### src/hw/rtl/sacht_pkg.sv
// shared types and constants for the set-associative cache hit tracker
package sacht_pkg;

  typedef enum logic [3:0] {
    S_IDLE = 4'b0001,
    S_LOOK = 4'b0010,
    S_SCAN = 4'b0100,
    S_DONE = 4'b1000
  } state_t;

  localparam logic MODE_LRU  = 1'b0;
  localparam logic MODE_FIFO = 1'b1;

  localparam int ADDR_W     = 32;
  localparam int STAMP_W    = 32;
  localparam int CNT_W      = 32;
  localparam int OUT_WAY_W  = 2;
  localparam int CFG_ADDR_W = 3;
  localparam int CFG_DATA_W = 32;

  localparam logic REG_REPLACE_MODE = 1'b0;

endpackage

### src/hw/rtl/sacht_ram.sv
// generic single-write, single-read synchronous ram with registered read data
module sacht_ram #(
  parameter int WIDTH = 32,
  parameter int DEPTH = 8
) (
  input  logic                                  clk,
  input  logic                                  wr_en,
  input  logic [(DEPTH > 1 ? $clog2(DEPTH) : 1)-1:0] wr_addr,
  input  logic [WIDTH-1:0]                      wr_data,
  input  logic                                  rd_en,
  input  logic [(DEPTH > 1 ? $clog2(DEPTH) : 1)-1:0] rd_addr,
  output logic [WIDTH-1:0]                      rd_data
);

  logic [WIDTH-1:0] mem_r [DEPTH];
  logic [WIDTH-1:0] rd_data_r;

  always_ff @(posedge clk) begin
    if (wr_en) begin
      mem_r[wr_addr] <= wr_data;
    end
    if (rd_en) begin
      rd_data_r <= mem_r[rd_addr];
    end
  end

  assign rd_data = rd_data_r;

endmodule

### src/hw/rtl/set_assoc_cache_hit_tracker.sv
// top level of the set-associative cache hit tracker
//
// in channel: one fetch address per transaction (in_valid / in_ready)
// out channel: hit flag, way used and running hit and miss counts per transaction
// cfg channel: apb-style port, register 0 holds replace_mode (0 lru, 1 fifo)
// each set is one ram row holding valid bits, tags, use stamps and the fifo
// pointer; a transaction reads its row, decides, then writes the row back
// the result is registered after the lookup state, and for an lru miss on a full
// set after the scan state, where the stamps are scanned one way per cycle
// one transaction is in work at a time, and no new one is taken before the last
// result is loaded; in_ready is high only while no transaction is in work
// the output register frees the input side once the result is loaded
// reset clears the mode, counters, stamp clock and a per-set written flag;
// a row never written reads as all zero, so no clearing pass is needed
// when the receiver stalls, the finished result waits in the output register
// and a following transaction holds before write-back until it is taken
module set_assoc_cache_hit_tracker #(
  parameter int NUM_SETS   = 8,
  parameter int NUM_WAYS   = 4,
  parameter int LINE_BYTES = 4
) (
  input  logic                                clk,
  input  logic                                rst_n,
  input  logic                                in_valid,
  output logic                                in_ready,
  input  logic [sacht_pkg::ADDR_W-1:0]        in_fetch_address,
  output logic                                out_valid,
  input  logic                                out_ready,
  output logic                                out_was_hit,
  output logic [sacht_pkg::OUT_WAY_W-1:0]     out_way_used,
  output logic [sacht_pkg::CNT_W-1:0]         out_hits_so_far,
  output logic [sacht_pkg::CNT_W-1:0]         out_misses_so_far,
  input  logic                                cfg_psel,
  input  logic                                cfg_penable,
  input  logic                                cfg_pwrite,
  input  logic [sacht_pkg::CFG_ADDR_W-1:0]    cfg_paddr,
  input  logic [sacht_pkg::CFG_DATA_W-1:0]    cfg_pwdata,
  output logic [sacht_pkg::CFG_DATA_W-1:0]    cfg_prdata,
  output logic                                cfg_pready
);

  function automatic int flog2(input int v);
    int r;
    int x;
    r = 0;
    x = v;
    while (x > 1) begin
      x = x >> 1;
      r = r + 1;
    end
    return r;
  endfunction

  localparam int OFS     = flog2(LINE_BYTES);
  localparam int IDX     = flog2(NUM_SETS);
  localparam int SET_W   = (IDX > 0) ? IDX : 1;
  localparam int TAG_W   = sacht_pkg::ADDR_W - OFS - IDX;
  localparam int WAY_W   = (NUM_WAYS > 1) ? $clog2(NUM_WAYS) : 1;
  localparam int STAMP_W = sacht_pkg::STAMP_W;
  localparam int V_LO    = 0;
  localparam int T_LO    = NUM_WAYS;
  localparam int S_LO    = T_LO + NUM_WAYS * TAG_W;
  localparam int P_LO    = S_LO + NUM_WAYS * STAMP_W;
  localparam int ROW_W   = P_LO + WAY_W;

  localparam logic [SET_W-1:0] SET_MASK = SET_W'((64'd1 << IDX) - 64'd1);
  localparam logic [WAY_W-1:0] LAST_WAY = WAY_W'(NUM_WAYS - 1);

  sacht_pkg::state_t state_r, state_nxt;

  logic                          mode_r;
  logic [sacht_pkg::ADDR_W-1:0]  addr_r;
  logic [SET_W-1:0]              set_r;
  logic                          hit_r, hit_nxt;
  logic [WAY_W-1:0]              way_r, way_nxt;
  logic [WAY_W-1:0]              scan_idx_r, scan_idx_nxt;
  logic [STAMP_W-1:0]            best_r, best_nxt;
  logic [STAMP_W-1:0]            stamp_clk_r;
  logic [sacht_pkg::CNT_W-1:0]   hit_cnt_r, miss_cnt_r;
  logic [NUM_SETS-1:0]           row_written_r;

  logic                          out_valid_r;
  logic                          out_was_hit_r;
  logic [sacht_pkg::OUT_WAY_W-1:0] out_way_r;
  logic [sacht_pkg::CNT_W-1:0]   out_hits_r, out_misses_r;

  logic                          in_fire;
  logic                          done_fire;
  logic [SET_W-1:0]              in_set;
  logic [TAG_W-1:0]              cur_tag;
  logic [ROW_W-1:0]              rd_row;
  logic [ROW_W-1:0]              row_cur;
  logic [ROW_W-1:0]              row_nxt;
  logic                          any_hit, any_inv;
  logic [WAY_W-1:0]              hit_way, inv_way, fifo_way, ptr_cur, ptr_nxt;
  logic [STAMP_W-1:0]            scan_stamp;
  logic [STAMP_W-1:0]            stamp_clk_inc;
  logic                          cfg_wr;

  assign in_ready  = (state_r == sacht_pkg::S_IDLE);
  assign in_fire   = in_valid && in_ready;
  assign in_set    = SET_W'(in_fetch_address >> OFS) & SET_MASK;
  assign cur_tag   = TAG_W'(addr_r >> (OFS + IDX));
  assign done_fire = (state_r == sacht_pkg::S_DONE) && (!out_valid_r || out_ready);
  assign row_cur   = row_written_r[set_r] ? rd_row : '0;
  assign ptr_cur   = row_cur[P_LO +: WAY_W];
  assign fifo_way  = (ptr_cur > LAST_WAY) ? '0 : ptr_cur;
  assign ptr_nxt   = (way_r == LAST_WAY) ? '0 : way_r + WAY_W'(1);
  assign scan_stamp    = row_cur[S_LO + scan_idx_r * STAMP_W +: STAMP_W];
  assign stamp_clk_inc = stamp_clk_r + STAMP_W'(1);

  sacht_ram #(
    .WIDTH (ROW_W),
    .DEPTH (NUM_SETS)
  ) u_row_ram (
    .clk     (clk),
    .wr_en   (done_fire),
    .wr_addr (set_r),
    .wr_data (row_nxt),
    .rd_en   (in_fire),
    .rd_addr (in_set),
    .rd_data (rd_row)
  );

  // tag compare and first invalid way, lowest way wins
  always_comb begin
    any_hit = 1'b0;
    any_inv = 1'b0;
    hit_way = '0;
    inv_way = '0;
    for (int w = NUM_WAYS - 1; w >= 0; w--) begin
      if (row_cur[V_LO + w] && (row_cur[T_LO + w * TAG_W +: TAG_W] == cur_tag)) begin
        any_hit = 1'b1;
        hit_way = WAY_W'(w);
      end
      if (!row_cur[V_LO + w]) begin
        any_inv = 1'b1;
        inv_way = WAY_W'(w);
      end
    end
  end

  always_comb begin
    state_nxt    = state_r;
    hit_nxt      = hit_r;
    way_nxt      = way_r;
    scan_idx_nxt = scan_idx_r;
    best_nxt     = best_r;
    unique case (state_r)
      sacht_pkg::S_IDLE: begin
        if (in_fire) begin
          state_nxt = sacht_pkg::S_LOOK;
        end
      end
      sacht_pkg::S_LOOK: begin
        hit_nxt = any_hit;
        priority if (any_hit) begin
          way_nxt   = hit_way;
          state_nxt = sacht_pkg::S_DONE;
        end else if (mode_r == sacht_pkg::MODE_FIFO) begin
          way_nxt   = fifo_way;
          state_nxt = sacht_pkg::S_DONE;
        end else if (any_inv) begin
          way_nxt   = inv_way;
          state_nxt = sacht_pkg::S_DONE;
        end else begin
          way_nxt      = '0;
          best_nxt     = '1;
          scan_idx_nxt = '0;
          state_nxt    = sacht_pkg::S_SCAN;
        end
      end
      sacht_pkg::S_SCAN: begin
        if (scan_stamp < best_r) begin
          best_nxt = scan_stamp;
          way_nxt  = scan_idx_r;
        end
        scan_idx_nxt = scan_idx_r + WAY_W'(1);
        if (scan_idx_r == LAST_WAY) begin
          state_nxt = sacht_pkg::S_DONE;
        end
      end
      sacht_pkg::S_DONE: begin
        if (done_fire) begin
          state_nxt = sacht_pkg::S_IDLE;
        end
      end
      default: begin
        state_nxt = sacht_pkg::S_IDLE;
      end
    endcase
  end

  // row write-back
  always_comb begin
    row_nxt = row_cur;
    if (mode_r == sacht_pkg::MODE_LRU) begin
      row_nxt[S_LO + way_r * STAMP_W +: STAMP_W] = stamp_clk_inc;
    end
    if (!hit_r) begin
      row_nxt[V_LO + way_r]               = 1'b1;
      row_nxt[T_LO + way_r * TAG_W +: TAG_W] = cur_tag;
      if (mode_r == sacht_pkg::MODE_FIFO) begin
        row_nxt[P_LO +: WAY_W] = ptr_nxt;
      end
    end
  end

  assign cfg_wr     = cfg_psel && cfg_penable && cfg_pwrite && cfg_pready;
  assign cfg_pready = 1'b1;
  assign cfg_prdata = (cfg_paddr[2] == sacht_pkg::REG_REPLACE_MODE)
                      ? sacht_pkg::CFG_DATA_W'(mode_r) : '0;

  always_ff @(posedge clk) begin
    if (!rst_n) begin
      state_r       <= sacht_pkg::S_IDLE;
      mode_r        <= sacht_pkg::MODE_LRU;
      stamp_clk_r   <= '0;
      hit_cnt_r     <= '0;
      miss_cnt_r    <= '0;
      row_written_r <= '0;
      out_valid_r   <= 1'b0;
    end else begin
      state_r <= state_nxt;
      if (cfg_wr && (cfg_paddr[2] == sacht_pkg::REG_REPLACE_MODE)) begin
        mode_r <= cfg_pwdata[0];
      end
      if (out_valid_r && out_ready && !done_fire) begin
        out_valid_r <= 1'b0;
      end
      if (done_fire) begin
        out_valid_r          <= 1'b1;
        row_written_r[set_r] <= 1'b1;
        if (mode_r == sacht_pkg::MODE_LRU) begin
          stamp_clk_r <= stamp_clk_inc;
        end
        if (hit_r) begin
          hit_cnt_r <= hit_cnt_r + sacht_pkg::CNT_W'(1);
        end else begin
          miss_cnt_r <= miss_cnt_r + sacht_pkg::CNT_W'(1);
        end
      end
    end
  end

  // payload registers
  always_ff @(posedge clk) begin
    hit_r      <= hit_nxt;
    way_r      <= way_nxt;
    scan_idx_r <= scan_idx_nxt;
    best_r     <= best_nxt;
    if (in_fire) begin
      addr_r <= in_fetch_address;
      set_r  <= in_set;
    end
    if (done_fire) begin
      out_was_hit_r <= hit_r;
      out_way_r     <= sacht_pkg::OUT_WAY_W'(way_r);
      out_hits_r    <= hit_r ? hit_cnt_r + sacht_pkg::CNT_W'(1) : hit_cnt_r;
      out_misses_r  <= hit_r ? miss_cnt_r : miss_cnt_r + sacht_pkg::CNT_W'(1);
    end
  end

  assign out_valid         = out_valid_r;
  assign out_was_hit       = out_was_hit_r;
  assign out_way_used      = out_way_r;
  assign out_hits_so_far   = out_hits_r;
  assign out_misses_so_far = out_misses_r;

endmodule

### config.mk
export PLATFORM = sky130hd
export DESIGN_NAME = set_assoc_cache_hit_tracker
export DESIGN_NICKNAME = d
export VERILOG_FILES = /design/src/hw/rtl/sacht_pkg.sv /design/src/hw/rtl/sacht_ram.sv /design/src/hw/rtl/set_assoc_cache_hit_tracker.sv
export SDC_FILE = /design/constraint.sdc
export NUM_CORES = 2
export LEC_CHECK = 0
export ABC_AREA = 0
export BUFFER_PORTS_ARGS = -buffer_cell sky130_fd_sc_hd__buf_4
export CORE_ASPECT_RATIO = 1.5
export CORE_UTILIZATION = 40
export DETAILED_ROUTE_END_ITERATION = 6
export HOLD_SLACK_MARGIN = 0.05
export PLACE_DENSITY = 0.56
export SETUP_SLACK_MARGIN = 0.3
export SKIP_CTS_REPAIR_TIMING = 1
export SYNTH_ARGS = -nofsm -noshare
export SYNTH_HDL_FRONTEND = slang
export SYNTH_SLANG_ARGS = --single-unit
### constraint.sdc
create_clock -name clk -period 79.2 [get_ports clk]
set_input_delay 15.84 -clock clk [delete_from_list [all_inputs] [get_ports clk]]
set_output_delay 15.84 -clock clk [all_outputs]
set_load 0.02 [all_outputs]
==> impl_metrics.tcl <==
set metrics [dict create \
    synth_ff_type "edfxtp_1" \
    dp.cells 8661 \
    drv_cap 0 \
    grt_max_degree 121 \
    crit_path_max_fanout 2 \
    synthArstFlopShare_pct 0 \
    critPathKind "in -> out" \
    ctsLongestPathBuffers 4 \
    crit_chain "buf_4, nor2_1, buf_4" \
    synthTopCellsByCount "edfxtp_1, mux4_2, clkbuf_1, mux2_2, nor2_1" \
    synth_compound_area_share_pct 4.71 \
    floorplan.rows 224 \
    synth_top_family_by_area "multiplexers" \
    crit_buf_inv 2 \
    core_area_sq_um 248000 \
    via_per_inst 5.89 \
    synth_edf_count 2312 \
    grtUsageMet3_pct 3.37 \
    clk-insertion-delay-late_ns 0.92 \
    synthSimpleGateAreaFrac_pct 4.08 \
    synth_warnings 0 \
    synth_most_common_cell "edfxtp_1" \
    drt_first_pass_iters 7 \
    worst-r2r-cell-count 8 \
    end_kind "output pin" \
    crit_arrival_ns 16.18 \
    dpl_worst_slack_ns 47.17 \
    floorplan.initialDensity_pct 40.3 \
    numCtsBuffers 228 \
    syn_avg_cell_area_sq_um 18.3 \
    busiest_layer "met2" \
    wl_per_cell_microns 30.8 \
    yosysSeqAreaShare_pct 71.6 \
    synthCells 5463 \
    grt_pass1_wl_mm 397 \
    cp_common_cell "buf_4" \
    p_per_area_nw_per_um2 23.3 \
    syn_to_final_growth_pct 12.5 \
    stdcell_count 9087 \
    design.die.area_sq_um 252000 \
    netlist.area_leader.share_pct 69.4 \
    h-tree-depth 4 \
    hold_violations 0 \
    worstSetupStartpointType "input port" \
    whs_path_depth 1 \
    required_ns 63.36 \
    met2_usage_pct 37.4 \
    drtIter0Drc 5263 \
    final_max_slew_viol_count 0 \
    hold_class "reg -> reg" \
    period_minus_slack_ns 32.02 \
    io_pins 176 \
    finalWorstSetupSlack_ns 47.18 \
    fp.dieW_microns 410 \
    synthAdderAreaFrac_pct 0.550 \
    rsz0062_at_grt "false" \
    finalSetupTns_ns 0 \
    yosysUniqueCellTypes 81 \
    cts_sinks 2422 \
    cp.depth 3 \
    cp_top_family "buffers and inverters" \
    antenna_found_initial 12 \
    fmax_ghz 0.0312 \
    drive_gt1_share_pct 25.0 \
    cpPeakStageDelay_ns 0.15 \
    power_uw 2620 \
    synth_largest_area_cell "edfxtp_1" \
    synth-xor-area-share_pct 1.99 \
    period_share_pct 40.4 \
    wl_mm 280 \
    grtUsageTotal_pct 21.9 \
    synth-seq-cells 2422 \
    ir_drop_v 0.0000186 \
    synthMuxAreaShare_pct 15.3 \
    grt_pass1_vias 54538 \
    gp_congestion 0.972 \
    worst_pin_slew_ns 1.31 \
    fin_nets 5732 \
    crit_path_top_delay_cell "buf_4" \
    dr_total_vias 53493 \
    syn_area_sq_um 100000 \
    grt-ovfl-total 0 \
    ant_nets 0 \
    tritoncts "built" \
    slew_headroom_pct 12.3 \
    cts.clk_slew.worst_paths_ns 0.07 \
    port_buffers 108 \
    dp_hpwl_mm 165 \
    synthTopCellsByArea "edfxtp_1, mux4_2, mux2_2, dfxtp_1, xnor2_1" \
    die_y_microns 615 \
    violations "DRC" \
    met1_usage_pct 27.4 \
    drc 36 \
    hold_slack_ns 0.467 \
    setup_viol 0 \
    finalClockSkew_ns 0.0697 \
    cts_root_buffer "clkbuf_16" \
    p_leak_uw 0.0383 \
    status "finished, violations left" \
]
==> path summary, 6_finish.rpt <==
check / slack (ns) / to / startpoint
setup / recovery: 47.18 / cfg_prdata[0] / cfg_paddr[2]
hold / removal: 0.47 / row_written_r[5] / row_written_r[5]
hold reg to reg: 0.47 / row_written_r[5] / row_written_r[5]
setup reg to reg: 72.97 / u_row_ram.mem_r[0][95] / way_r[0]
==> registers in the layout (all words and copies together), names as in the netlist, 2 cells and up <==
signal             cells
scan_idx_r             2
state_r                4
way_r                  2
out_misses_so_far     32
miss_cnt_r            32
u_row_ram.rd_data    242
stamp_clk_r           32
out_way_used           2
row_written_r          8
u_row_ram.mem_r     1936
out_hits_so_far       32
addr_r                30
best_r                32
hit_cnt_r             32
==> cells in the final DEF, fill, tap and decap left out, types with 26 or more instances in the layout <==
cell type and n:
ha_1 42, inv_1 72, nor2_1 222, a22oi_1 91, nor3_1 31, o21ai_0 98
a21boi_0 33, a21oi_1 104, a31oi_1 28, nand2_1 174, nand2b_1 41, mux2_2 248
edfxtp_1 2312, a22o_1 87, buf_4 249, mux4_2 539, xnor2_1 114, mux2i_1 32
clkbuf_16 231, nand3_1 70, and3_1 27, bufinv_16 26, and2_1 109, clkinv_1 46
nand4_1 28, o22ai_1 74, conb_1 32, clkbuf_1 36, clkinv_2 51, dfxtp_1 110
xor2_1 99, or3_1 34, a221oi_1 49
==> routing by layer <==
layer  wire (microns)  part of all wire, %
met2           141000                   50
met4            13800                  4.9
met5                0                    0
met3            18000                  6.4
met1           107000                   38
==> per-stage QoR <==
step | instance area [sq um] | util, %
after CTS | 113000 | 45.3
after floorplan | 100000 | -
after global placement | 105000 | 42.3
after global routing | 113000 | 45.3
after detailed placement | 105000 | 42.3
final | 113000 | 45.3
==> report_power, final <==
part           internal [uW]  leakage, uW  switching (uW)
registers               1400       0.0242            21.7
logic                   39.1       0.0105            57.2
clock network            620      0.00361             483
total                   2060       0.0383             562
==> worst reg2reg max path, stage by stage (launching register included) <==
cell      delay, ns
edfxtp_1       0.59
clkinv_1       0.53
ha_2           0.82
buf_4          0.67
mux4_2         0.61
mux2i_1        0.88
o21ai_0        0.24
mux2i_1        0.92
o22ai_1        0.55
==> cell families (layout without fill, tap and decap cells) <==
kind of cell	after synthesis	after routing
AOI/OAI and AO/OA	678	678
xor gates and xnor gates	227	227
adders and majority gates	44	44
buffers and inverters	447	756
DFF	2422	2422
muxes	821	821
other	2	40
and+or+nand+nor	822	822
==> area by class of cell <==
type | count | area, sq um
fill | 21267 | 136000
tap | 3277 | 4100
inverter | 77 | 292
clock buffer | 268 | 5930
antenna | 8 | 20.0
timing repair buffer | 261 | 2090
clock inverter | 150 | 1480
sequential | 2422 | 71600
multi-input combinational | 2624 | 27000
No activity file was read; power rests on OpenSTA's default activity.
